===== src/etl_square_sum.sv =====
// Bit-serial dx*dx + dy*dy: one multiplier bit of each lane per cycle.
// No package dependency.
`timescale 1ns / 1ps

module etl_square_sum #(
   parameter int MW = 17,   // magnitude width
   parameter int SW = 34    // sum width
) (
   input  logic          clock,
   input  logic          reset,
   input  logic          load,
   input  logic [MW-1:0] mag_a,
   input  logic [MW-1:0] mag_b,
   output logic          done,
   output logic [SW-1:0] sum
);

   localparam int CW = $clog2(MW + 1);

   logic [SW-1:0] a_ff, a_in, b_ff, b_in;
   logic [MW-1:0] am_ff, am_in, bm_ff, bm_in;
   logic [SW-1:0] acc_ff, acc_in;
   logic [CW-1:0] cnt_ff, cnt_in;
   logic          run_ff, run_in;
   logic          done_ff, done_in;

   always_comb begin
      a_in    = a_ff;
      b_in    = b_ff;
      am_in   = am_ff;
      bm_in   = bm_ff;
      acc_in  = acc_ff;
      cnt_in  = cnt_ff;
      run_in  = run_ff;
      done_in = 1'b0;
      if (load) begin
         a_in   = SW'(mag_a);
         b_in   = SW'(mag_b);
         am_in  = mag_a;
         bm_in  = mag_b;
         acc_in = '0;
         cnt_in = CW'(MW);
         run_in = 1'b1;
      end else if (run_ff) begin
         acc_in = acc_ff + (am_ff[0] ? a_ff : '0) + (bm_ff[0] ? b_ff : '0);
         a_in   = {a_ff[SW-2:0], 1'b0};
         b_in   = {b_ff[SW-2:0], 1'b0};
         am_in  = {1'b0, am_ff[MW-1:1]};
         bm_in  = {1'b0, bm_ff[MW-1:1]};
         cnt_in = cnt_ff - 1'b1;
         if (cnt_ff == CW'(1)) begin
            run_in  = 1'b0;
            done_in = 1'b1;
         end
      end
   end

   always_ff @(posedge clock) begin
      if (reset) begin
         run_ff  <= 1'b0;
         done_ff <= 1'b0;
         cnt_ff  <= '0;
      end else begin
         run_ff  <= run_in;
         done_ff <= done_in;
         cnt_ff  <= cnt_in;
      end
      a_ff   <= a_in;
      b_ff   <= b_in;
      am_ff  <= am_in;
      bm_ff  <= bm_in;
      acc_ff <= acc_in;
   end

   assign done = done_ff;
   assign sum  = acc_ff;

endmodule


===== config.mk =====
export PLATFORM = sky130hd
export DESIGN_NAME = etl_square_sum
export DESIGN_NICKNAME = d
export VERILOG_FILES = /design/src/etl_square_sum.sv
export SDC_FILE = /design/constraint.sdc
export NUM_CORES = 1
export LEC_CHECK = 0
export ABC_CLOCK_PERIOD_IN_PS = 3800
export BUFFER_PORTS_ARGS = -buffer_cell sky130_fd_sc_hd__buf_2
export CAP_MARGIN = 25
export CELL_PAD_IN_SITES_DETAIL_PLACEMENT = 1
export CELL_PAD_IN_SITES_GLOBAL_PLACEMENT = 2
export CORE_ASPECT_RATIO = 1.75
export CORE_MARGIN = 4
export CORE_UTILIZATION = 35
export CTS_CLUSTER_DIAMETER = 200
export DETAILED_ROUTE_END_ITERATION = 8
export GPL_TIMING_DRIVEN = 0
export PLACE_DENSITY = 0.75
export SYNTH_ARGS = -nofsm -noshare
export SYNTH_HDL_FRONTEND = slang
export SYNTH_SLANG_ARGS = --single-unit

===== constraint.sdc =====
create_clock -name clock -period 3.8 [get_ports clock]
set_clock_uncertainty 0.15 [all_clocks]
set_input_delay 0.19 -clock clock [delete_from_list [all_inputs] [get_ports clock]]
set_output_delay 0.19 -clock clock [all_outputs]
set_load 0.005 [all_outputs]

==> impl_results.md, run 1 <==
* Status: finished clean
* CP Max Fanout at 8
* Worst Hold End: bm_ff[16]
* Placed Instance Area at 8900 um^2
* Gr usage total at 19.9%
* Worst slew margin at 39.0%
* Flops & latches, synth at 143
* Hold_sp: mag_b[16]
* Die area at 25900 um^2
* Clock buffer count from CTS at 17
* H-tree levels at 4
* Crit start category: flop
* Final ANT Viol Nets at 0
* Antenna cells at 0
* Sequential area share after synthesis at 43.4%
* Hold crit path type: in -> reg
* VDD IR-drop max at 295 uV
* Worst setup margin at 40.5 ps
* Via count at 6388
* Post-synth ARST share at 0%
* Power Total at 4560 uW
* Power Density at 437 nW/um^2
* MaxCap Viol Count at 0
* Share of layout cells above drive strength 1 at 19.3%
* Post-Syn Area at 8170 um^2
* Clk sinks at 143
* IO Port Bufs at 70
* Period utilization at 98.9%
* Core footprint at 22800 um^2
* Finished Cell Area at 10400 um^2
* Grt ovf at 0
* Die H at 210 um
* Number of global-route vias before repair at 7072
* Worst-case reg-to-reg path depth at 15
* Worst-Skew Late Latency at 440 ps
* Reg-to-Reg End: sum[33]
* Final nets at 1081
* # fillers at 2614
* Min cycle time layout at 3760 ps
* DRT Pass-1 Iters at 4
* Final GP Congestion at 0.801
* Final TNS setup at 0 ps
* First-pass GRT wire length at 38.8 mm
* Cells after Synth at 832
* Fmax at 0.266 GHz
* Clock Tree Buf Depth at 2
* Post-synth EDFFs at 68
* CTS tree: yes
* Endpoints failing setup at 0
* Worst r2r src: am_ff[0]
* Drt wl/cell at 19.0 um
* RSZ-0062 raised after global routing: true
* Avg Cell Area, Syn at 9.81 um^2
* Top FF cell, synth: dfxtp_1
* Critical Path RT at 3970 ps
* Final count of pins violating max slew at 0
* Yosys warns at 0
* Post-Syn Nets at 937
* Die Wd at 123 um
* Library cells used by synthesis at 54
* Largest net degree at the start of global routing at 69
* Detail-routed via count per cell at 4.96
* Reg2Reg Setup Slack at 40 ps
* Crit end category: flop
* DR DRC count at 0
* Initial antenna violation count at 0
* Measured slew at the worst slew-check pin at 916 ps
* Synth top area cells: edfxtp_1, dfxtp_1, fa_1, mux2i_1, and2_1
* Final WL at 24.5 mm
* Area Overhead vs Synth at 27.8%
* CTS Root Cell: clkbuf_16
* Pre-CTS setup slack at -803 ps
* Area leader, netlist: edfxtp_1
* Clk pin slew, worst setup/hold paths at 60 ps
* Iter 0 DRT Violations at 192
* Initial Utilization at 35.8%
* Cell leakage power at 0.00460 uW
* Final Hold Viols at 0
* # IOs at 72
* Hpwl dp at 18.1 mm
* Crit path DAT at 3930 ps
* # rows at 73
* Top cell type's share of synthesized area at 25.0%
* Setup CP Type: reg -> reg
* Hold depth at 2
-- synth_stat cells, drive strengths merged (12+ instances only) --
| cell type | n |
|---|---|
| fa | 34 |
| a21oi | 44 |
| clkbuf | 22 |
| mux2i | 55 |
| a21o | 14 |
| nor2 | 77 |
| buf | 12 |
| o21ai | 81 |
| ha | 34 |
| inv | 77 |
| edfxtp | 68 |
| nand2 | 68 |
| xor2 | 14 |
| and2 | 68 |
| dfxtp | 75 |
| xnor2 | 18 |
-- cells by family after synthesis --
kind of cell / after synthesis / synth area share (%)
AOI/OAI and AO/OA: 173 / 12.7
xor gates and xnor gates: 32 / 3.43
adders and majority gates: 68 / 13.5
buffers and inverters: 111 / 5.13
DFF: 143 / 43.4
muxes: 56 / 6.88
and+or+nand+nor: 249 / 14.9
-- per-stage QoR --
stage / hold WS, ps / cells / utilization, %
CTS: 13.6 / 1280 / 44.7
global route: 22.5 / 1289 / 45.7
finish: 31.4 / 1289 / 45.7
detailed placement: 320 / 1203 / 39.0
floorplan: 112 / 832 / -
global placement: 316 / 1202 / 38.9
-- worst max-delay path by stage --
stage / start / to / slack (ps) / cells past startpoint
2_1_floorplan: am_ff[0] / sum[33] / 250 / 13
3_3_place_gp: bm_ff[0] / sum[33] / -730 / 15
3_5_place_dp: bm_ff[0] / sum[33] / -800 / 15
4_1_cts: am_ff[0] / sum[33] / -60 / 15
5_1_grt: am_ff[0] / sum[33] / -100 / 14
6_report: am_ff[0] / sum[33] / 40 / 15
-- routing by layer --
metal	routed length [um]	track usage [%]
met4	948	8.03
met5	0	0
met3	498	2.95
met2	13800	38.1
met1	9340	21.2
-- registers in the layout, indices dropped and copies added (netlist names) --
signal  count
done        1
run_ff      1
sum        34
a_ff       34
bm_ff      17
b_ff       34
am_ff      17
cnt_ff      5
-- placed cells by master, fill, tap and decap left out, types with 4 or more instances in the layout --
| cell type | count |
|---|---|
| buf_1 | 10 |
| nand2_1 | 64 |
| nor3_1 | 4 |
| buf_2 | 70 |
| and3_1 | 4 |
| mux2i_1 | 55 |
| inv_6 | 4 |
| nand4_1 | 4 |
| inv_1 | 75 |
| ha_2 | 5 |
| nand3_1 | 6 |
| xnor2_1 | 18 |
| a211oi_1 | 5 |
| buf_6 | 5 |
| o21ai_1 | 8 |
| buf_4 | 19 |
| clkbuf_16 | 20 |
| ha_1 | 18 |
| clkbuf_1 | 17 |
| dlygate4sd3_1 | 34 |
| a21oi_4 | 9 |
| a21oi_2 | 5 |
| edfxtp_1 | 68 |
| fa_1 | 33 |
| and2_1 | 66 |
| nor2_1 | 77 |
| o21bai_1 | 4 |
| ha_4 | 11 |
| xor2_1 | 14 |
| buf_8 | 4 |
| dfxtp_1 | 75 |
| a21o_1 | 14 |
| a21oi_1 | 30 |
| o21ai_0 | 70 |
-- what timing repair did --
item                                   CTS  global route
resized for setup                       61            40
setup buffers                           11             9
hold buffers                            34             0
setup endpoints to repair               20            11
pin swaps                               17            26
endpoints found under the hold margin   70             0
gates cloned                             1             0
-- report_power, final --
| group | leakage (uW) | switching (uW) | internal, uW |
|---|---|---|---|
| Combinational | 0.00300 | 574 | 468 |
| Clock | 0.000288 | 742 | 947 |
| Sequential | 0.00131 | 82.4 | 1750 |
-- area by class of cell --
cell class | count | area (um^2) | share of cell area (%)
multi-input combinational | 578 | 4570 | 43.8
buffer | 34 | 209 | 2.00
timing repair buffer | 125 | 863 | 8.28
clock buffer | 21 | 493 | 4.73
clock inverter | 11 | 91.3 | 0.876
inverter | 77 | 292 | 2.79
tap | 300 | 375 | 3.60
sequential | 143 | 3540 | 34.0
-- critical path, stage by stage (launching register included) --
cell      delay, ps
edfxtp_1        380
buf_4           190
buf_8           140
and2_1          150
fa_1            450
ha_1            300
buf_4           170
nand3_1          80
o22ai_1          90
or4b_4          550
a21oi_4         190
a21oi_4         120
a41oi_2         140
mux2i_1         100
o21ai_2         140
mux2_4          300
Power figures use the tool's default switching activity.
==> inputs of run 2 (changes only) <==
ABC_CLOCK_PERIOD_IN_PS = 4700   (was 3800)
GPL_ROUTABILITY_DRIVEN = 0   (was not set)
PLACE_DENSITY = 0.72   (was 0.75)
clock period = 4.7 ns   (was 3.8 ns; I/O delays follow)
==> run 2 against run 1 <==
Final cell count is 1.6% lower. Sequential power shrank 19%. Worst setup slack improved by 230 ps. First-iteration DRC count rose by 4.2%. Global-route usage decreased by 0.51 points. Power fell by 23%. Sequential share of layout area rose by 2.1 points. Routed wire length decreased by 3.6%. Maximum frequency is 15% lower. Worst hold slack improved by 24 ps. Critical endpoint unchanged. Largest cell class unchanged. Highest routed layer unchanged.
==> impl_results.md, run 2 (synthesis results as in run 1) <==
* Worst Setup SP: bm_ff[0]
* First-pass GRT wire length at 37.6 mm
* Measured slew at the worst slew-check pin at 903 ps
* Reg2Reg Setup Slack at 270 ps
* Initial antenna violation count at 0
* Drt wl/cell at 18.6 um
* Die Wd at 123 um
* Cell leakage power at 0.00446 uW
* Max layer used: met4
* Min cycle time layout at 4430 ps
* Most common cell after layout, fill and taps aside: nor2_1
* Setup crit end: sum[33]
* Via count at 6262
* Worst-Skew Late Latency at 440 ps
* Clock buffer count from CTS at 17
* Met3 routed WL at 507 um
* VDD IR-drop max at 216 uV
* Metal1 wirelength at 9.11 mm
* Clk sinks at 143
* Area Overhead vs Synth at 20.3%
* IO Port Bufs at 70
* Die H at 210 um
* Finished Cell Area at 9820 um^2
* Endpoints failing setup at 0
* Worst r2r src: bm_ff[0]
* Crit end category: flop
* Metal2 WL at 13.4 mm
* Antenna cells at 0
* Power Density at 358 nW/um^2
* Final WL at 23.7 mm
* Setup CP Type: reg -> reg
* DR DRC count at 0
* Reg-to-Reg End: sum[33]
* Clk pin slew, worst setup/hold paths at 70 ps
* Detail-routed via count per cell at 4.93
* # IOs at 72
* Gr usage total at 19.4%
* H-tree levels at 4
* Final ANT Viol Nets at 0
* Clock Tree Buf Depth at 2
* Hold crit path type: in -> reg
* Share of layout cells above drive strength 1 at 12.8%
* Status: finished clean
* Layout Utilization at 43.0%
* # fillers at 2629
* Placed Instance Area at 8900 um^2
* DRT Pass-1 Iters at 4
* Critical Path RT at 4870 ps
* Crit start category: flop
* Worst-case reg-to-reg path depth at 13
* Crit path DAT at 4600 ps
* Hpwl dp at 18.1 mm
* Largest net degree at the start of global routing at 69
* Final nets at 1061
* Number of global-route vias before repair at 6745
* Worst slew margin at 39.8%
* CTS Root Cell: clkbuf_16
* CTS tree: yes
* Period utilization at 94.2%
* Most frequent cells in the layout: nor2_1, inv_1, dfxtp_1, o21ai_0, buf_2
* RSZ-0062 raised after global routing: true
* Die area at 25900 um^2
* Fmax at 0.226 GHz
* Initial Utilization at 35.8%
* Final count of pins violating max slew at 0
* Core footprint at 22800 um^2
* Final Hold Viols at 0
* Grt ovf at 0
* MaxCap Viol Count at 0
* Iter 0 DRT Violations at 200
* CP Max Fanout at 10
* # rows at 73
==> run 2: cell count changes in the layout (fill, tap and decap cells not counted), sizes merged <==
cell	change
buf	-25
clkbuf	+3
clkinvlp	+1
inv	+1
==> run 2: how the worst min path moves through the flow <==
stage          startpoint   endpoint  slack, ps  cells past startpoint
2_1_floorplan       reset  cnt_ff[0]        160                      1
3_3_place_gp     b_ff[33]   b_ff[33]        330                      2
3_5_place_dp     b_ff[33]   b_ff[33]        340                      2
4_1_cts         mag_b[16]  bm_ff[16]         40                      2
5_1_grt         mag_b[16]  bm_ff[16]         60                      2
6_report        mag_b[16]  bm_ff[16]         60                      2
==> run 2: routing by layer <==
metal / global-route usage (%) / up-vias
met3: 3.17 / 30
li1: - / 3075
met4: 7.61 / 0
met5: 0 / -
met2: 36.4 / 84
met1: 21.2 / 3073
==> run 2: report_power, final <==
group / switching (uW) / total (uW) / internal [uW]
Combinational: 407 / 686 / 279
Clock: 598 / 1340 / 747
Sequential: 67.7 / 1480 / 1410
Total: 1070 / 3510 / 2440
==> run 2: critical path, cell delays in order (launching register included) <==
cell and delay (ps):
edfxtp_1 550, clkbuf_1 460, and2_1 220, fa_1 470
fa_1 490, a21oi_1 270, o211ai_1 150, a22oi_1 370
nand4b_1 220, a21oi_2 180, a41oi_2 220, mux2i_1 100
o21ai_2 130, mux2_1 330
==> run 2: layout make-up <==
cell class / count / area, um^2 / area share, %
Buffer: 34 / 133 / 1.35
Timing Repair Buffer: 105 / 702 / 7.15
Clock inverter: 13 / 98.8 / 1.01
Multi-Input combinational cell: 578 / 4200 / 42.8
Inverter: 77 / 292 / 2.97
Sequential cell: 143 / 3540 / 36.1
Clock buffer: 19 / 475 / 4.84
Tap cell: 300 / 375 / 3.82
==> run 2: stage by stage <==
step	TNS (ps)	cells	power, uW	hold slack (ps)	setup slack, ps
2_1_floorplan	0	832	1950	157	1150
3_3_place_gp	0	1202	2180	327	88.0
3_5_place_dp	0	1203	2190	336	32.0
4_1_cts	0	1269	3570	36.0	32.8
5_1_grt	-18.5	1269	3690	62.6	-18.5
6_report	0	1269	3510	55.6	274
==> run 2: what timing repair did <==
action | 4_1_cts | 5_1_grt
hold buffers | 34 | 0
resized for setup | 0 | 4
hold endpoints to repair | 68 | 0
endpoints found under the setup margin | 0 | 2
setup buffers | 0 | 0
