===== config.mk =====
export PLATFORM = sky130hd
export DESIGN_NAME = etl_sqrt_serial
export DESIGN_NICKNAME = d
export VERILOG_FILES = /design/src/etl_sqrt_serial.sv
export SDC_FILE = /design/constraint.sdc
export NUM_CORES = 1
export LEC_CHECK = 0
export BUFFER_PORTS_ARGS = -buffer_cell sky130_fd_sc_hd__buf_2
export CAP_MARGIN = 20
export CORE_ASPECT_RATIO = 0.8
export CORE_UTILIZATION = 40
export CTS_CLUSTER_SIZE = 16
export DETAILED_ROUTE_END_ITERATION = 12
export SYNTH_ARGS = -nofsm -noshare
export SYNTH_HDL_FRONTEND = slang
export SYNTH_SLANG_ARGS = --single-unit
export TNS_END_PERCENT = 10

===== constraint.sdc =====
create_clock -name clock -period 3.2 [get_ports clock]
set_clock_uncertainty 0.1 [all_clocks]
set_input_delay 0.32 -clock clock [delete_from_list [all_inputs] [get_ports clock]]
set_output_delay 0.32 -clock clock [all_outputs]
set_load 0.01 [all_outputs]

===== src/etl_sqrt_serial.sv =====
// Restoring integer square root, one root bit per cycle; the radicand is
// followed by eight zero digit pairs (8 fraction bits). No package dependency.
`timescale 1ns / 1ps

module etl_sqrt_serial #(
   parameter int SW = 34,   // radicand width, even
   parameter int RW = 25    // root width = SW/2 + 8
) (
   input  logic          clock,
   input  logic          reset,
   input  logic          load,
   input  logic [SW-1:0] radicand,
   output logic          done,
   output logic [RW-1:0] root
);

   localparam int CW   = $clog2(RW + 1);
   localparam int REMW = RW + 2;

   logic [SW-1:0]   rad_ff, rad_in;
   logic [REMW-1:0] rem_ff, rem_in;
   logic [RW-1:0]   root_ff, root_in;
   logic [CW-1:0]   cnt_ff, cnt_in;
   logic            run_ff, run_in;
   logic            done_ff, done_in;
   logic [REMW+1:0] rem_sh, trial;

   always_comb begin
      rad_in  = rad_ff;
      rem_in  = rem_ff;
      root_in = root_ff;
      cnt_in  = cnt_ff;
      run_in  = run_ff;
      done_in = 1'b0;
      rem_sh  = {rem_ff, rad_ff[SW-1:SW-2]};
      trial   = (REMW + 2)'({root_ff, 2'b01});
      if (load) begin
         rad_in  = radicand;
         rem_in  = '0;
         root_in = '0;
         cnt_in  = CW'(RW);
         run_in  = 1'b1;
      end else if (run_ff) begin
         rad_in = {rad_ff[SW-3:0], 2'b00};
         if (rem_sh >= trial) begin
            rem_in  = REMW'(rem_sh - trial);
            root_in = {root_ff[RW-2:0], 1'b1};
         end else begin
            rem_in  = REMW'(rem_sh);
            root_in = {root_ff[RW-2:0], 1'b0};
         end
         cnt_in = cnt_ff - 1'b1;
         if (cnt_ff == CW'(1)) begin
            run_in  = 1'b0;
            done_in = 1'b1;
         end
      end
   end

   always_ff @(posedge clock) begin
      if (reset) begin
         run_ff  <= 1'b0;
         done_ff <= 1'b0;
         cnt_ff  <= '0;
      end else begin
         run_ff  <= run_in;
         done_ff <= done_in;
         cnt_ff  <= cnt_in;
      end
      rad_ff  <= rad_in;
      rem_ff  <= rem_in;
      root_ff <= root_in;
   end

   assign done = done_ff;
   assign root = root_ff;

endmodule


==> flow_metrics.tcl, run 1 <==
set metrics [dict create \
    busiest_layer "met2" \
    cellPowerDensity_nw_per_um2 1080 \
    ys.flop_type "dfxtp_1" \
    dr.pass1.iters 5 \
    cts-root-buf "clkbuf_16" \
    async_flop_share_pct 0 \
    yosysTopAreaCell "dfxtp_1" \
    reg2reg_from "root[0]" \
    setup_tns_ns 0 \
    cts_setup_buffers 0 \
    antenna_left 0 \
    fin_util_pct 47.6 \
    critPathCaptureType "register" \
    cts.sinks 93 \
    portBuffers 62 \
    gp_congestion 0.939 \
    drv_slew 0 \
    grt.total_usage_pct 19.5 \
    clkLatencyLatePin_ns 0.35 \
    instances_no_fill 805 \
    path_class "reg -> reg" \
    p_leak_uw 0.00253 \
    yosys-top-cells-area "dfxtp_1 (22%), edfxtp_1 (19%), ha_1 (6.9%)" \
    clk_path_buf_depth 2 \
    antenna_found_initial 0 \
    cts_tree "done" \
    finalHoldViolations 0 \
    cts_resized 0 \
    totalWireLength_mm 12.2 \
    timing.final.crit_share_pct 94.7 \
    cts_max_level 3 \
    max_freq_mhz 330 \
    cts_hold_buf 0 \
    hp-start "reset" \
    initial_core_util_pct 41.1 \
    num_rows 37 \
    syn_area_per_cell_sq_um 9.42 \
    grt_pass1_wl_mm 20.8 \
    dp.cells 789 \
    die-area_sq_um 13700 \
    critical_path_required_ns 3.35 \
    fp.dieW_um 131 \
    path_max_fanout 6 \
    first_global_vias 4181 \
    min_path_type "in -> reg" \
    vias 4290 \
    io_pins 63 \
    synth_top_cell_area_share_pct 22.3 \
    fp.dieH_um 105 \
    drive_gt1_share_pct 21.3 \
    total_power_uw 6650 \
    final_nets 691 \
    synth-seq-cells 93 \
    min_period_ns 3.03 \
    grt-ovfl-total 0 \
    synthTopCellsByCount "nor2_1 (62), dfxtp_1 (59), nand2_1 (55)" \
    grt_setup_unrepaired "yes" \
    grtUsageMet3_pct 5.27 \
    synth-seq-area-share_pct 41.7 \
    hold_slack_ns 0.123 \
    synth_area_sq_um 5290 \
    numCtsBuffers 9 \
    worst_slew_pin_slew_ns 0.631 \
    dp_hpwl_mm 8.69 \
    max_cap_viol_count 0 \
    drc 0 \
    path_clk_slew_ns 0.07 \
    start_kind "register" \
    synth_cell_types 62 \
    status "finished, final reports clean" \
    num_antenna_cells 0 \
    areaGrowthSynthToFinish_pct 16.0 \
    peakVddDrop_uv 575 \
    synth_fp_nets 627 \
    drtIter0Drc 314 \
    arrival_ns 3.18 \
    slew_headroom_pct 57.9 \
    post_drt_wl_per_cell_um 15.2 \
    synthCells 561 \
    grt_max_degree 45 \
    use_met2_pct 27.9 \
    setup_viol 0 \
    globalRouteMet1Util_pct 27.9 \
    yosysWarnings 0 \
    crit_start "root[0]" \
    synth_edf_count 34 \
    core_area_sq_um 12900 \
    vias_per_cell 5.33 \
    synth_most_common_cell "nor2_1" \
]
==> cells in the final DEF, fill, tap and decap left out, types with 3 or more instances in the layout <==
master / netlist / layout
nand4_1: 3 / 3
inv_1: 43 / 43
o31ai_1: 4 / 3
buf_2: 3 / 62
and3_1: 6 / 6
a311oi_1: 11 / 11
nor2_1: 62 / 62
xnor2_1: 14 / 14
o21a_1: 6 / 6
o21bai_1: 4 / 4
nand2b_1: 3 / 3
mux2_2: 32 / 32
o21ai_1: 11 / 11
a21o_1: 6 / 6
a211oi_1: 4 / 4
nand2_1: 55 / 55
mux2i_1: 35 / 35
a21oi_1: 26 / 25
clkinvlp_4: 0 / 3
dfxtp_1: 59 / 57
o21ai_0: 10 / 10
and2_1: 4 / 4
a31oi_1: 4 / 4
buf_4: 2 / 15
clkbuf_16: 0 / 9
nand3_1: 10 / 10
o2111ai_1: 3 / 3
nor2b_1: 5 / 5
nor3_1: 7 / 7
edfxtp_1: 34 / 34
xor2_1: 10 / 10
ha_1: 29 / 29
==> worst max-delay path: stages, from the launching register on <==
cell and delay [ns]:
dfxtp_1 0.38, inv_1 0.06, ha_1 0.34, nor2b_1 0.17, o2111ai_1 0.31, a31oi_1 0.22
a21oi_1 0.57, o2111ai_1 0.25, a21o_1 0.20, o41a_1 0.10, a32o_1 0.22
==> cells by family (layout without fill, tap and decap cells) <==
| kind of cell | count (synthesis) | count (layout) | synth area share (%) |
|---|---|---|---|
| AOI/OAI and AO/OA | 116 | 116 | 15.1 |
| xor gates and xnor gates | 24 | 24 | 3.98 |
| adders and majority gates | 29 | 29 | 6.86 |
| buffers and inverters | 67 | 136 | 4.97 |
| DFF | 93 | 93 | 41.7 |
| muxes | 68 | 68 | 13.7 |
| and+or+nand+nor | 164 | 164 | 13.8 |
==> through the flow <==
stage                     worst slack [ns]  area [sq um]
after CTS                            0.131          6110
final                                0.169          6130
after floorplan                      0.488          5290
after detailed placement             0.161          5830
after global placement               0.302          5830
after global routing              -0.00409          6130
==> flip-flops by register name, indices dropped and copies added (netlist names) <==
name,flops
rad_ff,34
rem_ff,27
root,25
cnt_ff,5
done,1
run_ff,1
==> power breakdown <==
part           internal, uW  switching [uW]
clock                   548             464
combinational          1690            2390
sequential             1420             134
total                  3660            2990
==> layer usage <==
layer / part of all wire, % / up-vias
li1: - / 2132
met1: 50 / 2012
met2: 43 / 131
met3: 5.9 / 15
met4: 1.8 / 0
met5: 0 / -
==> final timing paths <==
check             slack (ns)    endpoint  depth (start not counted)
setup reg to reg        0.17  rem_ff[26]                         10
hold reg to reg         0.37   rem_ff[2]                          2
setup / recovery        0.17  rem_ff[26]                         10
hold / removal          0.12   cnt_ff[3]                          2
==> cell type report <==
class                   count  area, sq um
clock buffers              11          243
clock inverters             5         36.3
fillers                  1289         6740
inverters                  43          161
multi-input cells         401         2840
flip-flops and latches     93         2200
well taps                 175          219
repair buffers             77          423
(Power assumes the default switching activity.)
==> inputs of run 2 (changes only) <==
- ABC_AREA: unset -> 1
==> run 2 against run 1 <==
- critical endpoint is now rem_ff[17]
- highest routed layer unchanged
- the flow now finishes with violations (design-rule violations)
- sequential power is 7% lower
- register-to-register slack improved by 0.52 ns
- maximum frequency is 21% higher
- power down 11%
- first-iteration DRC count up 13%
- cell area increased by 10%
- hold slack worse by 0.072 ns
==> flow_metrics.tcl, run 2 <==
set metrics [dict create \
    timing.final.crit_share_pct 78.3 \
    gp_congestion 0.933 \
    internal_power_uw 3050 \
    path_clk_slew_ns 0.07 \
    multiInputGateArea_sq_um 3030 \
    max_freq_mhz 399 \
    fp.dieW_um 138 \
    worst_slew_pin_slew_ns 0.599 \
    clk_path_buf_depth 2 \
    status "finished, violations left" \
    synth-seq-cells 93 \
    antenna_found_initial 0 \
    grt-ovfl-total 0 \
    syn_area_per_cell_sq_um 6.78 \
    dr.pass1.iters 9 \
    cts_setup_buffers 0 \
    p_sw_uw 2830 \
    synth-seq-area-share_pct 37.0 \
    cts_resized 0 \
    critPathCaptureType "register" \
    total_power_uw 5890 \
    cts.sinks 93 \
    p_leak_uw 0.00362 \
    portBuffers 62 \
    totalWireLength_mm 15.1 \
    synthTopCellsByCount "nand2_1 (338), inv_1 (138), dfxtp_1 (59)" \
    drv_slew 0 \
    synth_cell_types 40 \
    cellPowerDensity_nw_per_um2 873 \
    hold_slack_ns 0.0510 \
    drtIter0Drc 356 \
    min_path_type "in -> reg" \
    arrival_ns 2.66 \
    clkLatencyLatePin_ns 0.36 \
    setup_tns_ns 0 \
    cts-root-buf "clkbuf_16" \
    grt_max_degree 45 \
    synth_fp_nets 943 \
    failed_checks "design-rule violations" \
    synth_area_sq_um 5940 \
    die-area_sq_um 15400 \
    min_path_cells 2 \
    critical_path_buf_inv_count 3 \
    seqCellArea_sq_um 2200 \
    r2r_end "rem_ff[17]" \
    power_frac_clock_pct 18.9 \
    yosys-top-cells-area "nand2_1 (21%), dfxtp_1 (20%), edfxtp_1 (17%)" \
    critical_path_required_ns 3.35 \
    num_antenna_cells 0 \
    crit_chain "inv_1, ha_1, nand2_2, inv_2, nand2_1, nand2_1, clkinv_1, nand2_2, a21oi_4, nand3_4, or2_1, nand3_1, nand2_1" \
    dp_hpwl_mm 11.0 \
    slowest_stage "nand3_4" \
    yosysWarnings 0 \
    first_global_vias 5062 \
    drive_gt1_share_pct 14.3 \
    slew_headroom_pct 60.0 \
    synth_top_cell_area_share_pct 21.3 \
    synth_edf_count 34 \
    hp-start "reset" \
    synth_most_common_cell "nand2_1" \
    instances_no_fill 1122 \
    cts_tree "done" \
    start_kind "register" \
    reg2reg_from "root[18]" \
    peakVddDrop_uv 397 \
    cts_hold_buf 0 \
    grt.total_usage_pct 20.8 \
    cts_max_level 3 \
    path_max_fanout 40 \
    final_nets 999 \
    initial_core_util_pct 41.3 \
    drc 2 \
    fp.dieH_um 111 \
    setup_viol 0 \
    yosysTopAreaCell "nand2_1" \
    core_area_sq_um 14400 \
    crit_top_cell "nand2_1" \
    min_period_ns 2.51 \
    largest_register_ffs 34 \
    crit_path_max_incr_delay_ns 0.38 \
    vias 5429 \
    final_cell_mix "nand2_1 (338), inv_1 (138), buf_2 (62)" \
    path_class "reg -> reg" \
    mostFrequentLayoutCell "nand2_1" \
    synthCells 877 \
    post_drt_wl_per_cell_um 13.4 \
    num_rows 39 \
    ff2ff_path_depth 13 \
    cp_top_family "simple AND/OR/NAND/NOR gates" \
    dp.cells 1105 \
    async_flop_share_pct 0 \
    ys.flop_type "dfxtp_1" \
    swShare_pct 48.1 \
    hold_path_end "cnt_ff[4]" \
    numCtsBuffers 9 \
    grt_pass1_wl_mm 25.2 \
    p_seq_share_pct 24.6 \
    vias_per_cell 4.84 \
    p_comb_share_pct 56.5 \
    finalHoldViolations 0 \
    max_cap_viol_count 0 \
    grt_setup_unrepaired "no" \
    r2r_setup_slack_ns 0.69 \
    io_pins 63 \
    fillers 1482 \
    areaGrowthSynthToFinish_pct 13.5 \
    largest-register "rad_ff" \
    antenna_left 0 \
]
==> run 2: cell types whose count changed after synthesis, moves of 22 or more <==
| cell | change |
|---|---|
| nand2_1 | +283 |
| mux2_2 | -32 |
| o22ai_1 | +24 |
| inv_1 | +95 |
| nor2_1 | -22 |
| nand3_1 | +40 |
| mux2i_1 | -35 |
==> run 2: worst max-delay path by stage <==
stage	cells past startpoint	slack, ns	from	endpoint
finish	13	0.69	root[18]	rem_ff[17]
global route	12	0.46	root[22]	rem_ff[8]
CTS	13	0.71	root[18]	rem_ff[17]
detailed placement	13	0.71	root[18]	rem_ff[17]
global placement	13	0.73	root[18]	rem_ff[17]
floorplan	3	0.97	run_ff	rad_ff[0]
==> run 2: power by group through the flow <==
stage | Sequential, uW | Combinational [uW] | Clock (uW)
6_report | 1450 | 3330 | 1110
5_1_grt | 1460 | 3740 | 1200
4_1_cts | 1440 | 3280 | 1150
3_5_place_dp | 1470 | 3260 | 0
3_3_place_gp | 1470 | 3260 | 0
2_1_floorplan | 1450 | 2660 | 0
==> run 2: stage by stage <==
step	instance area, sq um	setup slack [ns]	utilization, %
after CTS	6720	0.710	46.7
after global routing	6750	0.456	46.9
after detailed placement	6410	0.712	44.5
after floorplan	5940	0.967	-
after global placement	6410	0.735	44.5
final	6750	0.693	46.9
==> run 2: cell type report <==
| type | count | area share, % |
|---|---|---|
| Clock buffer | 10 | 3.39 |
| Clock inverter | 6 | 1.13 |
| Inverter | 152 | 8.46 |
| Multi-Input combinational cell | 607 | 45.0 |
| Sequential cell | 93 | 32.6 |
| Tap cell | 184 | 3.41 |
| Timing Repair Buffer | 70 | 5.97 |
==> run 2: routing by layer <==
| layer | vias up | share of wire (%) | GRT usage (%) |
|---|---|---|---|
| li1 | 2861 | - | - |
| met2 | 120 | 41 | 30.4 |
| met4 | 0 | 1.1 | 5.54 |
| met3 | 14 | 5.7 | 5.53 |
| met1 | 2434 | 53 | 30.0 |
| met5 | - | 0 | 0 |
==> run 2: kinds of logic after synthesis <==
| kind of cell | share of synthesized area, % |
|---|---|
| buffers and inverters | 11.9 |
| xor gates and xnor gates | 1.92 |
| and+or+nand+nor | 36.1 |
| AOI/OAI and AO/OA | 6.88 |
| adders and majority gates | 6.10 |
| DFF | 37.0 |
==> inputs of run 3 (changes only) <==
- clock period: 3.2 -> 2.15 ns (I/O delays scaled with it)
==> run 3 against run 2 <==
- the run ends with design-rule violations, negative setup slack left
- sequential power grew 52%
- global-route usage grew 2.4 points
- hold slack lost 0.045 ns
- combinational power grew 130%
- power grew 94%
- maximum frequency grew 16%
- cell count grew 11%
- sequential share of layout area shrank 6.0 points
- first-iteration DRC count grew 31%
- clock power grew 53%
- wire length grew 17%
- highest routed layer unchanged
==> flow_metrics.tcl, run 3 (synthesis results as in run 2) <==
set metrics [dict create \
    first_global_vias 5648 \
    reg2reg_from "root[10]" \
    setup_tns_ns -0.0170 \
    r2r_setup_slack_ns -0.01 \
    num_antenna_cells 0 \
    critical_path_required_ns 2.29 \
    drive_gt1_share_pct 37.1 \
    finalWorstSetupSlack_ns -0.0124 \
    start_kind "register" \
    drc 4 \
    cts_max_level 3 \
    initial_core_util_pct 41.3 \
    vias 5972 \
    grt-ovfl-total 0 \
    slowest_stage "dfxtp_2" \
    min_path_cells 3 \
    antenna_found_initial 0 \
    min_path_type "in -> reg" \
    pre_cts_ws_ns -0.170 \
    busiest_layer "met2" \
    antenna_left 0 \
    num_rows 39 \
    core_area_sq_um 14400 \
    crit_chain "inv_2, ha_4, nand2_4, nor2_4, nand2_4, nor3_4, nand3_2, nand3_4, bufbuf_16, nand2_1, o211ai_1, nand2_1" \
    gp_congestion 0.889 \
    path_class "reg -> reg" \
    fp.dieH_um 111 \
    clk_path_buf_depth 2 \
    areaGrowthSynthToFinish_pct 41.5 \
    post_drt_wl_per_cell_um 14.2 \
    cellPowerDensity_nw_per_um2 1360 \
    clkLatencyLatePin_ns 0.36 \
    max_cap_viol_count 0 \
    finalHoldViolations 0 \
    grt_setup_unrepaired "yes" \
    drtIter0Drc 465 \
    dp_hpwl_mm 12.1 \
    hold_path_end "rad_ff[1]" \
    arrival_ns 2.30 \
    worst_slew_pin_slew_ns 0.443 \
    path_clk_slew_ns 0.07 \
    setup_viol 2 \
    critical_path_buf_inv_count 2 \
    use_met2_pct 35.1 \
    peakVddDrop_uv 633 \
    grt.total_usage_pct 23.2 \
    critPathCaptureType "register" \
    portBuffers 62 \
    fp.dieW_um 138 \
    vias_per_cell 4.81 \
    cts_tree "done" \
    final_cell_mix "nand2_1 (307), inv_1 (115), buf_4 (113)" \
    status "finished, violations left" \
    cts.sinks 93 \
    grtUsageMet3_pct 5.62 \
    cp_top_family "simple AND/OR/NAND/NOR gates" \
    totalWireLength_mm 17.6 \
    cts-root-buf "clkbuf_16" \
    r2r_end "rem_ff[11]" \
    grt_max_degree 35 \
    largest_register_ffs 34 \
    globalRouteMet1Util_pct 33.4 \
    grt_pass1_wl_mm 28.1 \
    hold_slack_ns 0.00637 \
    mostFrequentLayoutCell "nand2_1" \
    min_period_ns 2.16 \
    path_max_fanout 6 \
    instances_no_fill 1241 \
    max_freq_mhz 462 \
    p_leak_uw 0.00435 \
    final_area_sq_um 8410 \
    dp.cells 1207 \
    dr.pass1.iters 9 \
    die-area_sq_um 15400 \
    timing.final.crit_share_pct 101 \
    final_nets 1118 \
    numCtsBuffers 9 \
    slew_headroom_pct 70.5 \
    largest-register "rad_ff" \
    crit_path_max_incr_delay_ns 0.33 \
    post_dp_cell_area_sq_um 7220 \
    ff2ff_path_depth 12 \
    drv_slew 0 \
    io_pins 63 \
    hp-start "radicand[1]" \
    failed_checks "design-rule violations, negative setup slack" \
]
## run 3: what timing repair did
action                                  CTS  global route
cloned                                    3             0
setup buffers                             8             6
hold endpoints to repair                  2             0
hold buffers                              1             0
endpoints found under the setup margin   27            28
gates resized for setup                  39           143
pin swaps                                 7            50
## run 3: worst max-delay path by stage
stage	depth (start not counted)	end	slack, ns	start
3_5_place_dp	14	rem_ff[25]	-0.17	root[17]
3_3_place_gp	14	rem_ff[25]	-0.14	root[18]
4_1_cts	18	rem_ff[14]	-0.01	root[10]
6_report	12	rem_ff[11]	-0.01	root[10]
2_1_floorplan	14	rem_ff[17]	0.09	root[18]
5_1_grt	12	rem_ff[8]	-0.09	root[10]
## run 3: cell type report
class / count / area, sq um
tap: 184 / 230
clock buffer: 10 / 229
inverter: 152 / 574
multi-input combinational: 609 / 3710
fill: 1343 / 5980
clock inverter: 6 / 76.3
sequential: 93 / 2240
timing repair buffer: 187 / 1350
## run 3: report_power, final
part | switching, uW | total, uW | internal [uW]
Sequential | 160 | 2200 | 2040
Clock | 774 | 1700 | 926
Combinational | 4250 | 7520 | 3270
## run 3: layer usage
layer  vias to the layer above  part of all wire, %
li1                       3118                    -
met5                         -                    0
met2                       144                   43
met4                         0                 0.68
met3                         9                  5.7
met1                      2701                   50
## run 3: worst reg2reg max path, cell delays in order, from the launching register on
cell       delay (ns)
dfxtp_2          0.33
inv_2            0.05
ha_4             0.30
nand2_4          0.07
nor2_4           0.15
nand2_4          0.09
nor3_4           0.18
nand3_2          0.13
nand3_4          0.14
bufbuf_16        0.27
nand2_1          0.05
o211ai_1         0.10
nand2_1          0.09
## run 3: per-stage QoR
step           util, %  power (uW)
6_report          58.4       11400
5_1_grt           58.4       12300
4_1_cts           55.5       10500
3_5_place_dp      50.1        8030
3_3_place_gp      50.1        8020
2_1_floorplan        -        6120
